--- src/design/bple_pkg.sv ---
// shared codes, defaults and controller/datapath interface structs for the
// breakpoint envelope block; no dependencies
package bple_pkg;

   localparam int unsigned MAX_POINTS_DEFAULT = 16;

   // request codes
   localparam logic [1:0] REQ_TICK    = 2'd0;
   localparam logic [1:0] REQ_ADD     = 2'd1;
   localparam logic [1:0] REQ_RESTART = 2'd2;
   localparam logic [1:0] REQ_UNUSED  = 2'd3;

   // result status codes
   localparam logic [2:0] ST_OK     = 3'd0;
   localparam logic [2:0] ST_EMPTY  = 3'd1;
   localparam logic [2:0] ST_BEFORE = 3'd2;
   localparam logic [2:0] ST_DUP    = 3'd3;
   localparam logic [2:0] ST_FULL   = 3'd4;

   // datapath operations
   localparam logic [3:0] OP_NOP        = 4'd0;
   localparam logic [3:0] OP_LATCH      = 4'd1;
   localparam logic [3:0] OP_RD_IDX     = 4'd2;
   localparam logic [3:0] OP_SCAN       = 4'd3;
   localparam logic [3:0] OP_SHIFT_INIT = 4'd4;
   localparam logic [3:0] OP_RD_PREV    = 4'd5;
   localparam logic [3:0] OP_WR_SHIFT   = 4'd6;
   localparam logic [3:0] OP_INSERT     = 4'd7;
   localparam logic [3:0] OP_RD_SEG     = 4'd8;
   localparam logic [3:0] OP_CAP0       = 4'd9;
   localparam logic [3:0] OP_CAP1       = 4'd10;
   localparam logic [3:0] OP_HOLD       = 4'd11;
   localparam logic [3:0] OP_CLAMP      = 4'd12;
   localparam logic [3:0] OP_MD_START   = 4'd13;
   localparam logic [3:0] OP_INTERP     = 4'd14;
   localparam logic [3:0] OP_RESTART    = 4'd15;

   typedef struct packed {
      logic [3:0] op;
      logic       rsp_fire;
      logic [2:0] rsp_status;
      logic       rsp_use_val;
   } bple_cmd_type;

   typedef struct packed {
      logic [1:0] req_type;
      logic       count_zero;
      logic       dup;
      logic       full;
      logic       scan_more;
      logic       shift_more;
      logic       at_point;
      logic       past_point;
      logic       last_seg;
      logic       el_ge_span;
      logic       md_done;
   } bple_stat_type;

endpackage

--- src/design/bple_muldiv.sv ---
// iterative unit: quot = (mag * el) / span, shift-add multiply then restoring divide
// depends on nothing outside this file
module bple_muldiv (
   input  logic        clock,
   input  logic        reset,
   input  logic        start,
   input  logic [31:0] mag,
   input  logic [31:0] el,
   input  logic [31:0] span,
   output logic        done,
   output logic [31:0] quot
);

   localparam logic [6:0] MUL_STEPS = 7'd32;
   localparam logic [6:0] LAST_STEP = 7'd95;

   logic        busy_ff, busy_in;
   logic        done_ff, done_in;
   logic [6:0]  cnt_ff, cnt_in;
   logic [31:0] mcand_ff, mcand_in;
   logic [31:0] mplier_ff, mplier_in;
   logic [31:0] span_ff, span_in;
   logic [63:0] prod_ff, prod_in;
   logic [31:0] rem_ff, rem_in;
   logic [31:0] quot_ff, quot_in;
   logic [32:0] rem2;
   logic [32:0] rem_diff;

   always_comb begin
      rem2     = {rem_ff, prod_ff[63]};
      rem_diff = rem2 - {1'b0, span_ff};
   end

   always_comb begin
      busy_in   = busy_ff;
      done_in   = 1'b0;
      cnt_in    = cnt_ff;
      mcand_in  = mcand_ff;
      mplier_in = mplier_ff;
      span_in   = span_ff;
      prod_in   = prod_ff;
      rem_in    = rem_ff;
      quot_in   = quot_ff;
      if (start) begin
         busy_in   = 1'b1;
         cnt_in    = '0;
         mcand_in  = mag;
         mplier_in = el;
         span_in   = span;
         prod_in   = '0;
         rem_in    = '0;
         quot_in   = '0;
      end else if (busy_ff) begin
         cnt_in = cnt_ff + 7'd1;
         if (cnt_ff < MUL_STEPS) begin
            prod_in   = {prod_ff[62:0], 1'b0} + (mplier_ff[31] ? {32'd0, mcand_ff} : 64'd0);
            mplier_in = {mplier_ff[30:0], 1'b0};
         end else begin
            prod_in = {prod_ff[62:0], 1'b0};
            if (!rem_diff[32]) begin
               rem_in  = rem_diff[31:0];
               quot_in = {quot_ff[30:0], 1'b1};
            end else begin
               rem_in  = rem2[31:0];
               quot_in = {quot_ff[30:0], 1'b0};
            end
            if (cnt_ff == LAST_STEP) begin
               busy_in = 1'b0;
               done_in = 1'b1;
            end
         end
      end
   end

   always_ff @(posedge clock) begin
      if (reset) begin
         busy_ff <= 1'b0;
         done_ff <= 1'b0;
      end else begin
         busy_ff <= busy_in;
         done_ff <= done_in;
      end
      cnt_ff    <= cnt_in;
      mcand_ff  <= mcand_in;
      mplier_ff <= mplier_in;
      span_ff   <= span_in;
      prod_ff   <= prod_in;
      rem_ff    <= rem_in;
      quot_ff   <= quot_in;
   end

   assign done = done_ff;
   assign quot = quot_ff;

endmodule

--- src/design/bple_dpath.sv ---
// datapath: breakpoint memory, count/segment/time state, interpolation and result
// registers; uses bple_pkg and bple_muldiv
module bple_dpath
   import bple_pkg::*;
#(
   parameter int unsigned MAX_POINTS = MAX_POINTS_DEFAULT
) (
   input  logic          clock,
   input  logic          reset,
   input  bple_cmd_type  cmd,
   output bple_stat_type stat,
   input  logic [1:0]    req_type,
   input  logic [31:0]   req_point_time,
   input  logic signed [31:0] req_point_value,
   output logic          rsp_strobe,
   output logic signed [31:0] rsp_sample_value,
   output logic [2:0]    rsp_status
);

   localparam int unsigned AW = (MAX_POINTS > 1) ? $clog2(MAX_POINTS) : 1;
   localparam int unsigned CW = $clog2(MAX_POINTS + 1);

   logic [31:0] time_mem [MAX_POINTS];
   logic [31:0] value_mem [MAX_POINTS];

   logic [CW-1:0] count_ff, count_in;
   logic [AW-1:0] seg_ff, seg_in;
   logic [31:0]   time_ff, time_in;
   logic [CW-1:0] idx_ff, idx_in;
   logic [CW-1:0] pos_ff, pos_in;
   logic          dup_ff, dup_in;
   logic [1:0]    rtype_ff;
   logic [31:0]   rt_ff, rv_ff;
   logic [31:0]   t0_ff, v0_ff, t1_ff, v1_ff;
   logic [31:0]   rd_time_ff, rd_val_ff;
   logic          rsp_strobe_ff;
   logic [31:0]   rsp_value_ff;
   logic [2:0]    rsp_status_ff;

   logic [CW-1:0] segc_w, segn_w, idx_prev;
   logic [AW-1:0] rd_addr;
   logic          rd_en;
   logic          wr_en;
   logic [AW-1:0] wr_addr;
   logic [31:0]   wr_time, wr_val;
   logic [31:0]   time_inc, span, el, mag, quot, interp, val_now;
   logic [32:0]   dv;
   logic          md_done;

   // segment actually used: clamped to the last stored point
   always_comb begin
      segc_w   = (CW'(seg_ff) >= count_ff) ? (count_ff - CW'(1)) : CW'(seg_ff);
      segn_w   = segc_w + CW'(1);
      idx_prev = idx_ff - CW'(1);
      time_inc = (time_ff == 32'hFFFF_FFFF) ? time_ff : (time_ff + 32'd1);
      span     = t1_ff - t0_ff;
      el       = time_ff - t0_ff;
      dv       = {v1_ff[31], v1_ff} - {v0_ff[31], v0_ff};
      mag      = dv[32] ? 32'(33'd0 - dv) : dv[31:0];
      interp   = dv[32] ? (v0_ff - quot) : (v0_ff + quot);
   end

   bple_muldiv u_muldiv (
      .clock (clock),
      .reset (reset),
      .start (cmd.op == OP_MD_START),
      .mag   (mag),
      .el    (el),
      .span  (span),
      .done  (md_done),
      .quot  (quot)
   );

   always_comb begin
      rd_en   = 1'b0;
      rd_addr = idx_ff[AW-1:0];
      wr_en   = 1'b0;
      wr_addr = idx_ff[AW-1:0];
      wr_time = rd_time_ff;
      wr_val  = rd_val_ff;
      case (cmd.op)
         OP_RD_IDX: begin
            rd_en = 1'b1;
         end
         OP_RD_PREV: begin
            rd_en   = 1'b1;
            rd_addr = idx_prev[AW-1:0];
         end
         OP_RD_SEG: begin
            rd_en   = 1'b1;
            rd_addr = segc_w[AW-1:0];
         end
         OP_CAP0: begin
            rd_en   = 1'b1;
            rd_addr = segn_w[AW-1:0];
         end
         OP_WR_SHIFT: begin
            wr_en = 1'b1;
         end
         OP_INSERT: begin
            wr_en   = 1'b1;
            wr_addr = pos_ff[AW-1:0];
            wr_time = rt_ff;
            wr_val  = rv_ff;
         end
         default: begin
         end
      endcase
   end

   always_ff @(posedge clock) begin
      if (wr_en) begin
         time_mem[wr_addr]  <= wr_time;
         value_mem[wr_addr] <= wr_val;
      end
      if (rd_en) begin
         rd_time_ff <= time_mem[rd_addr];
         rd_val_ff  <= value_mem[rd_addr];
      end
   end

   always_comb begin
      count_in = count_ff;
      seg_in   = seg_ff;
      time_in  = time_ff;
      idx_in   = idx_ff;
      pos_in   = pos_ff;
      dup_in   = dup_ff;
      case (cmd.op)
         OP_LATCH: begin
            idx_in = '0;
            pos_in = '0;
            dup_in = 1'b0;
         end
         OP_SCAN: begin
            if (rd_time_ff == rt_ff) dup_in = 1'b1;
            if (rd_time_ff < rt_ff) pos_in = pos_ff + CW'(1);
            idx_in = idx_ff + CW'(1);
         end
         OP_SHIFT_INIT: begin
            idx_in = count_ff;
         end
         OP_WR_SHIFT: begin
            idx_in = idx_prev;
         end
         OP_INSERT: begin
            count_in = count_ff + CW'(1);
            seg_in   = '0;
            time_in  = '0;
         end
         OP_HOLD: begin
            time_in = time_inc;
         end
         OP_CLAMP, OP_INTERP: begin
            time_in = time_inc;
            seg_in  = (time_inc >= t1_ff) ? segn_w[AW-1:0] : segc_w[AW-1:0];
         end
         OP_RESTART: begin
            seg_in  = '0;
            time_in = '0;
         end
         default: begin
         end
      endcase
   end

   always_comb begin
      case (cmd.op)
         OP_HOLD:   val_now = v0_ff;
         OP_CLAMP:  val_now = v1_ff;
         OP_INTERP: val_now = interp;
         default:   val_now = '0;
      endcase
   end

   always_ff @(posedge clock) begin
      if (reset) begin
         count_ff      <= '0;
         seg_ff        <= '0;
         time_ff       <= '0;
         rsp_strobe_ff <= 1'b0;
      end else begin
         count_ff      <= count_in;
         seg_ff        <= seg_in;
         time_ff       <= time_in;
         rsp_strobe_ff <= cmd.rsp_fire;
      end
      idx_ff <= idx_in;
      pos_ff <= pos_in;
      dup_ff <= dup_in;
      if (cmd.op == OP_LATCH) begin
         rtype_ff <= req_type;
         rt_ff    <= req_point_time;
         rv_ff    <= req_point_value;
      end
      if (cmd.op == OP_CAP0) begin
         t0_ff <= rd_time_ff;
         v0_ff <= rd_val_ff;
      end
      if (cmd.op == OP_CAP1) begin
         t1_ff <= rd_time_ff;
         v1_ff <= rd_val_ff;
      end
      if (cmd.rsp_fire) begin
         rsp_value_ff  <= cmd.rsp_use_val ? val_now : 32'd0;
         rsp_status_ff <= cmd.rsp_status;
      end
   end

   always_comb begin
      stat.req_type   = rtype_ff;
      stat.count_zero = (count_ff == '0);
      stat.dup        = dup_ff;
      stat.full       = (count_ff == CW'(MAX_POINTS));
      stat.scan_more  = (idx_ff < count_ff);
      stat.shift_more = (idx_ff > pos_ff);
      stat.at_point   = (time_ff == t0_ff);
      stat.past_point = (time_ff > t0_ff);
      stat.last_seg   = (segn_w >= count_ff);
      stat.el_ge_span = (el >= span);
      stat.md_done    = md_done;
   end

   assign rsp_strobe       = rsp_strobe_ff;
   assign rsp_sample_value = rsp_value_ff;
   assign rsp_status       = rsp_status_ff;

`ifndef SYNTHESIS
   a_count_bound: assert property (@(posedge clock) disable iff (reset)
      count_ff <= CW'(MAX_POINTS))
      else $error("point count beyond table size");

   a_seg_in_table: assert property (@(posedge clock) disable iff (reset)
      (count_ff == '0) || (CW'(seg_ff) < count_ff))
      else $error("segment index past stored points");

   a_strobe_spaced: assert property (@(posedge clock) disable iff (reset)
      rsp_strobe_ff |=> !rsp_strobe_ff)
      else $error("result beats back to back");

   a_flag_zero: assert property (@(posedge clock) disable iff (reset)
      (rsp_strobe_ff && (rsp_status_ff != ST_OK)) |-> (rsp_value_ff == 32'd0))
      else $error("flagged result carries a value");
`endif

endmodule

--- src/design/bple_ctrl.sv ---
// controller state machine: sequences scan, insert shift and tick evaluation
// through datapath commands; uses bple_pkg
module bple_ctrl
   import bple_pkg::*;
(
   input  logic          clock,
   input  logic          reset,
   input  logic          start,
   output logic          busy,
   input  bple_stat_type stat,
   output bple_cmd_type  cmd
);

   localparam logic [3:0] S_IDLE   = 4'd0;
   localparam logic [3:0] S_DECODE = 4'd1;
   localparam logic [3:0] S_SRD    = 4'd2;
   localparam logic [3:0] S_SCMP   = 4'd3;
   localparam logic [3:0] S_ACHK   = 4'd4;
   localparam logic [3:0] S_SHRD   = 4'd5;
   localparam logic [3:0] S_SHWR   = 4'd6;
   localparam logic [3:0] S_TCAP0  = 4'd7;
   localparam logic [3:0] S_TEVAL  = 4'd8;
   localparam logic [3:0] S_TCMP   = 4'd9;
   localparam logic [3:0] S_TMDW   = 4'd10;

   logic [3:0] state_ff, state_in;

   always_comb begin
      state_in        = state_ff;
      cmd.op          = OP_NOP;
      cmd.rsp_fire    = 1'b0;
      cmd.rsp_status  = ST_OK;
      cmd.rsp_use_val = 1'b0;
      case (state_ff)
         S_IDLE: begin
            if (start) begin
               cmd.op   = OP_LATCH;
               state_in = S_DECODE;
            end
         end
         S_DECODE: begin
            case (stat.req_type)
               REQ_TICK: begin
                  if (stat.count_zero) begin
                     cmd.rsp_fire   = 1'b1;
                     cmd.rsp_status = ST_EMPTY;
                     state_in       = S_IDLE;
                  end else begin
                     cmd.op   = OP_RD_SEG;
                     state_in = S_TCAP0;
                  end
               end
               REQ_ADD: begin
                  state_in = S_SRD;
               end
               REQ_RESTART: begin
                  cmd.op       = OP_RESTART;
                  cmd.rsp_fire = 1'b1;
                  state_in     = S_IDLE;
               end
               default: begin
                  cmd.rsp_fire = 1'b1;
                  state_in     = S_IDLE;
               end
            endcase
         end
         S_SRD: begin
            if (stat.scan_more) begin
               cmd.op   = OP_RD_IDX;
               state_in = S_SCMP;
            end else begin
               state_in = S_ACHK;
            end
         end
         S_SCMP: begin
            cmd.op   = OP_SCAN;
            state_in = S_SRD;
         end
         S_ACHK: begin
            if (stat.dup) begin
               cmd.rsp_fire   = 1'b1;
               cmd.rsp_status = ST_DUP;
               state_in       = S_IDLE;
            end else if (stat.full) begin
               cmd.rsp_fire   = 1'b1;
               cmd.rsp_status = ST_FULL;
               state_in       = S_IDLE;
            end else begin
               cmd.op   = OP_SHIFT_INIT;
               state_in = S_SHRD;
            end
         end
         S_SHRD: begin
            if (stat.shift_more) begin
               cmd.op   = OP_RD_PREV;
               state_in = S_SHWR;
            end else begin
               cmd.op       = OP_INSERT;
               cmd.rsp_fire = 1'b1;
               state_in     = S_IDLE;
            end
         end
         S_SHWR: begin
            cmd.op   = OP_WR_SHIFT;
            state_in = S_SHRD;
         end
         S_TCAP0: begin
            cmd.op   = OP_CAP0;
            state_in = S_TEVAL;
         end
         S_TEVAL: begin
            if (stat.at_point || (stat.past_point && stat.last_seg)) begin
               cmd.op          = OP_HOLD;
               cmd.rsp_fire    = 1'b1;
               cmd.rsp_use_val = 1'b1;
               state_in        = S_IDLE;
            end else if (stat.past_point) begin
               cmd.op   = OP_CAP1;
               state_in = S_TCMP;
            end else begin
               cmd.rsp_fire   = 1'b1;
               cmd.rsp_status = ST_BEFORE;
               state_in       = S_IDLE;
            end
         end
         S_TCMP: begin
            if (stat.el_ge_span) begin
               cmd.op          = OP_CLAMP;
               cmd.rsp_fire    = 1'b1;
               cmd.rsp_use_val = 1'b1;
               state_in        = S_IDLE;
            end else begin
               cmd.op   = OP_MD_START;
               state_in = S_TMDW;
            end
         end
         S_TMDW: begin
            if (stat.md_done) begin
               cmd.op          = OP_INTERP;
               cmd.rsp_fire    = 1'b1;
               cmd.rsp_use_val = 1'b1;
               state_in        = S_IDLE;
            end
         end
         default: begin
            state_in = S_IDLE;
         end
      endcase
   end

   always_ff @(posedge clock) begin
      if (reset) begin
         state_ff <= S_IDLE;
      end else begin
         state_ff <= state_in;
      end
   end

   assign busy = (state_ff != S_IDLE);

endmodule

--- src/design/breakpoint_linear_envelope.sv ---
// one request at a time; a restart, an unused code or a tick on an empty table is answered
// from decode; held, early and clamped ticks read the table first; an interpolated tick
// also runs the multiply then divide unit, one bit per cycle; an add scans every stored
// point through one memory port, then an insert shifts the later points up; start can be
// taken at the edge that takes the result
// synchronous reset empties the table and zeroes time and segment
module breakpoint_linear_envelope
   import bple_pkg::*;
#(
   parameter int unsigned MAX_POINTS = MAX_POINTS_DEFAULT
) (
   input  logic               clock,
   input  logic               reset,
   input  logic               start,
   output logic               busy,
   input  logic [1:0]         req_type,
   input  logic [31:0]        req_point_time,
   input  logic signed [31:0] req_point_value,
   output logic               rsp_strobe,
   output logic signed [31:0] rsp_sample_value,
   output logic [2:0]         rsp_status
);

   bple_cmd_type  cmd;
   bple_stat_type stat;

   bple_ctrl u_ctrl (
      .clock (clock),
      .reset (reset),
      .start (start),
      .busy  (busy),
      .stat  (stat),
      .cmd   (cmd)
   );

   bple_dpath #(
      .MAX_POINTS (MAX_POINTS)
   ) u_dpath (
      .clock            (clock),
      .reset            (reset),
      .cmd              (cmd),
      .stat             (stat),
      .req_type         (req_type),
      .req_point_time   (req_point_time),
      .req_point_value  (req_point_value),
      .rsp_strobe       (rsp_strobe),
      .rsp_sample_value (rsp_sample_value),
      .rsp_status       (rsp_status)
   );

endmodule

--- config.mk ---
export PLATFORM = sky130hd
export DESIGN_NAME = breakpoint_linear_envelope
export DESIGN_NICKNAME = d
export VERILOG_FILES = /design/src/design/bple_pkg.sv /design/src/design/bple_muldiv.sv /design/src/design/bple_dpath.sv /design/src/design/bple_ctrl.sv /design/src/design/breakpoint_linear_envelope.sv
export SDC_FILE = /design/constraint.sdc
export NUM_CORES = 2
export LEC_CHECK = 0
export BUFFER_PORTS_ARGS = -buffer_cell sky130_fd_sc_hd__buf_2
export CORE_MARGIN = 3
export CORE_UTILIZATION = 33
export DETAILED_ROUTE_END_ITERATION = 7
export PLACE_DENSITY = 0.49
export RECOVER_POWER = 50
export SYNTH_ARGS = -nofsm -noshare
export SYNTH_HDL_FRONTEND = slang
export SYNTH_SLANG_ARGS = --single-unit
--- constraint.sdc ---
create_clock -name clock -period 8 [get_ports clock]
set_clock_uncertainty 0.15 [all_clocks]
set_input_delay 0.4 -clock clock [delete_from_list [all_inputs] [get_ports clock]]
set_output_delay 0.4 -clock clock [all_outputs]
set_load 0.005 [all_outputs]
==> run summary <==
LOGIC SYNTHESIS
-----------------------------------------------------------------------------------------
Area share of the largest cell type after synthesis                                 55.2%
Proportion of register bits with asynchronous set or reset after synthesis             0%
Top flip-flop cell by instance count after synthesis                         sky130_fd_sc_hd__edfxtp_1
Avg Synthesized Cell Area                                                       13.3 um^2
Gate Count Post-Synth                                                               5,818
Synth warnings                                                                          0
Net Count, Synth                                                                    6,206
Register area share after synthesis                                                 59.9%
Top area cells in the synthesized netlist                                    sky130_fd_sc_hd__edfxtp_1 (55%), sky130_fd_sc_hd__mux2i_1 (13%), sky130_fd_sc_hd__ha_1 (5.1%)
Largest area contributor in the synthesized netlist                          sky130_fd_sc_hd__edfxtp_1
Post-synth EDFFs                                                                    1,424
Total standard cell area after synthesis                                      0.0775 mm^2
Flop and latch count out of synthesis                                               1,607
Count of unique library cells instantiated by Yosys                                   100

STA
-----------------------------------------------------------------------------------------
Count of final hold-check violations                                                    0
RSZ-0062 raised after global routing                                                   no
Worst relative slew slack                                                           -135%
Setup TNS Final                                                                      0 ns
Number of failing setup endpoints in the final timing report                            0
Max-slew violations                                                                   170
Final worst path period share                                                       93.7%
Shortest period the worst path allows                                             7.49 ns
Final-layout worst hold slack                                                    0.118 ns
Highest clock rate                                                                133 MHz
Transition time at the pin with the least slew margin                             3.52 ns

FLOORPLAN
-----------------------------------------------------------------------------------------
I/O pin count                                                                         106
Core region area                                                               0.233 mm^2
Number of rows in the core area                                                       177
Die area                                                                       0.241 mm^2
Die boundary height                                                                491 um
Horizontal die dimension                                                           491 um
Initial core utilization                                                            33.3%

CTS
-----------------------------------------------------------------------------------------
Clock-pin slew on the worst setup and hold paths                                  0.07 ns
Clock tree from TritonCTS                                                             yes
Post-CTS setup buffers                                                                  0
Root Buffer Master                                                           sky130_fd_sc_hd__clkbuf_16
H-tree levels                                                                           4
Maximum clock path buffer count                                                         3
Number of buffers inserted during clock tree synthesis                                175
Count of clock tree sinks                                                           1,607
Worst-Skew Late Latency                                                           0.84 ns

SETUP PATH
-----------------------------------------------------------------------------------------
Critical path peak fanout                                                              10
CP delay by family, top                                                      compound AO/OA/AOI/OAI gates
Buffering stage count on the worst path with inverters included                         2
Number of cells on the worst reg-to-reg path                                           26
Worst Path Arrival                                                                7.88 ns
Number of cells on the critical path                                                   26
Startpoint-to-endpoint class of the critical path                            register to register
Cell with the biggest individual delay on the critical path                  sky130_fd_sc_hd__a2111oi_0
CP peak stage delay                                                               0.58 ns
Critical path capture point type                                                 register
CP Data Required Time                                                             8.39 ns
CP Launch Type                                                                   register

DRT
-----------------------------------------------------------------------------------------
Post-route DRC violation count                                                          0
Drt first pass iters                                                                    6
Drt initial violations                                                              3,331
Vias per cell                                                                        5.03
Routed via count                                                                   46,700
Antenna-violating nets left                                                             0
Final wirelength                                                                   204 mm
DR WL/cell                                                                        22.0 um

CELLS AND AREA
-----------------------------------------------------------------------------------------
Synthesis-to-finish area growth                                                     13.9%
Fraction of layout instances using a drive strength above 1                         7.94%
Largest registers in the final layout                                        u_dpath.time_mem (512), u_dpath.value_mem (512), u_dpath.u_muldiv.prod_ff (64)
Net count of the finished layout                                                    6,395

MIN PATH
-----------------------------------------------------------------------------------------
Hold Path Stages                                                                        2
Class of the worst hold path                                                 primary input to register

GRT
-----------------------------------------------------------------------------------------
Maximum number of pins on one net before global-route repair                          107
Met3 Usage GRT                                                                      2.26%
Met1 GRT Util                                                                       23.1%
Combined global-route utilization of all metal layers                               16.5%
Most used routing layer in global routing                                            met2
Via count of the first global-routing pass                                         46,600
Total congestion overflow after global routing                                          0
Number of antenna violations at the first check in global routing                      11
Routing usage on met2                                                               27.2%
First-pass GRT wire length                                                         303 mm

PLACED DESIGN
-----------------------------------------------------------------------------------------
Routability Congestion                                                              0.860
DP HPWL                                                                            125 mm
Count of buffers inserted at the top-level ports                                      105

POWER
-----------------------------------------------------------------------------------------
Leakage power                                                                     34.2 nW
Highest ir drop seen on vdd                                                        241 uV
Power Dens Cells                                                              213 mW/mm^2

RUN
-----------------------------------------------------------------------------------------
Max-cap violations                                                                      5

OUTCOME
-----------------------------------------------------------------------------------------
Failing checks                                                               max-capacitance violations, max-slew violations
Status                                                                       complete, but fails checks

==> cells in the final DEF (no fill, tap or decap), types with 47 or more instances in the layout <==
cell type,netlist,routed
sky130_fd_sc_hd__edfxtp_1,1424,1424
sky130_fd_sc_hd__mux2i_1,972,972
sky130_fd_sc_hd__ha_1,313,313
sky130_fd_sc_hd__nor2_1,307,289
sky130_fd_sc_hd__inv_1,285,284
sky130_fd_sc_hd__nand2_1,273,270
sky130_fd_sc_hd__a21oi_1,240,240
sky130_fd_sc_hd__dfxtp_1,183,182
sky130_fd_sc_hd__clkbuf_16,0,175
sky130_fd_sc_hd__xnor2_1,161,161
sky130_fd_sc_hd__o21ai_0,155,156
sky130_fd_sc_hd__xor2_1,131,131
sky130_fd_sc_hd__a21o_1,105,105
sky130_fd_sc_hd__clkbuf_1,105,89
sky130_fd_sc_hd__a211oi_1,80,80
sky130_fd_sc_hd__nor3_1,79,79
sky130_fd_sc_hd__dlygate4sd3_1,0,68
sky130_fd_sc_hd__nand3_1,67,67
sky130_fd_sc_hd__mux2_1,0,63
sky130_fd_sc_hd__buf_2,108,57
sky130_fd_sc_hd__nand2b_1,50,50
sky130_fd_sc_hd__and3_1,47,47
==> final cells by class <==
cell class | count | area, um^2
inverter | 287 | 1080
clock inverter | 106 | 1140
timing repair buffer | 240 | 1870
tap | 3132 | 3920
clock buffer | 220 | 4640
fill | 22200 | 145000
sequential | 1607 | 46400
multi-input combinational | 3696 | 29200
antenna | 3 | 7.51
==> final timing paths <==
check                                                                  end                            start  slack, ns
worst max-delay path            u_dpath.rsp_sample_value[31]$_SDFFCE_PN0P_      u_dpath.v0_ff[16]$_DFFE_PN_       0.51
worst min-delay path                            u_dpath.rv_ff[0]$_DFFE_PP_               req_point_value[0]       0.12
worst max register to register  u_dpath.rsp_sample_value[31]$_SDFFCE_PN0P_      u_dpath.v0_ff[16]$_DFFE_PN_       0.51
worst min register to register                 u_dpath.v0_ff[27]$_DFFE_PN_  u_dpath.rd_val_ff[27]$_DFFE_PP_       0.32
==> power by group <==
part	total (mW)	leakage, nW	internal, mW	switching (mW)
combinational	1.37	17.0	0.589	0.779
sequential	9.33	14.4	9.21	0.115
clock	8.11	2.82	4.64	3.47
total	18.8	34.2	14.4	4.37
==> cells by family after synthesis <==
logic type,count (synthesis),share of synthesized area [%]
AOI/OAI and AO/OA,934,8.09
xor gates and xnor gates,292,3.30
adders and majority gates,319,5.21
buffers and inverters,515,2.70
DFF,1607,59.9
muxes,1069,14.0
and+or+nand+nor,1082,6.81
==> timing repair <==
action	4_1_cts	5_1_grt
hold buffers	68	0
hold endpoints to repair	84	0
gates resized for setup	0	1
endpoints found under the setup margin	0	1
==> routing by layer <==
| layer | part of all wire [%] | up-vias |
|---|---|---|
| li1 | - | 22300 |
| met5 | 0 | - |
| met2 | 47 | 765 |
| met3 | 3.4 | 229 |
| met1 | 48 | 23400 |
| met4 | 1.9 | 0 |
==> per-stage QoR <==
step | setup slack (ns) | utilization (%) | area, um^2 | cells | total power, mW
finish | 0.507 | 37.9 | 88300 | 9291 | 18.8
global route | 0.0778 | 37.9 | 88300 | 9289 | 19.5
CTS | 0.453 | 37.9 | 88400 | 9288 | 19.1
detailed placement | 0.490 | 35.2 | 81900 | 8894 | 10.9
global placement | 0.609 | 35.2 | 81900 | 8894 | 10.9
floorplan | 0.876 | - | 77500 | 5818 | 10.4
==> synthesized netlist by cell type, types with 41 or more instances <==
library cell               count
sky130_fd_sc_hd__nor2b_1      45
sky130_fd_sc_hd__ha_1        313
sky130_fd_sc_hd__dfxtp_1     183
sky130_fd_sc_hd__a21o_1      105
sky130_fd_sc_hd__clkbuf_1    105
sky130_fd_sc_hd__edfxtp_1   1424
sky130_fd_sc_hd__nand2_1     273
sky130_fd_sc_hd__nand3_1      67
sky130_fd_sc_hd__nand2b_1     50
sky130_fd_sc_hd__and2_1       41
sky130_fd_sc_hd__nand4_1      42
sky130_fd_sc_hd__mux2i_1     972
sky130_fd_sc_hd__buf_2       108
sky130_fd_sc_hd__a211oi_1     80
sky130_fd_sc_hd__xnor2_1     161
sky130_fd_sc_hd__a21oi_1     240
sky130_fd_sc_hd__xor2_1      131
sky130_fd_sc_hd__nor3_1       79
sky130_fd_sc_hd__mux2_2       97
sky130_fd_sc_hd__o21ai_0     155
sky130_fd_sc_hd__a31oi_1      46
sky130_fd_sc_hd__nor2_1      307
sky130_fd_sc_hd__and3_1       47
sky130_fd_sc_hd__inv_1       285
Note: power is estimated with default switching activity, not from simulation.
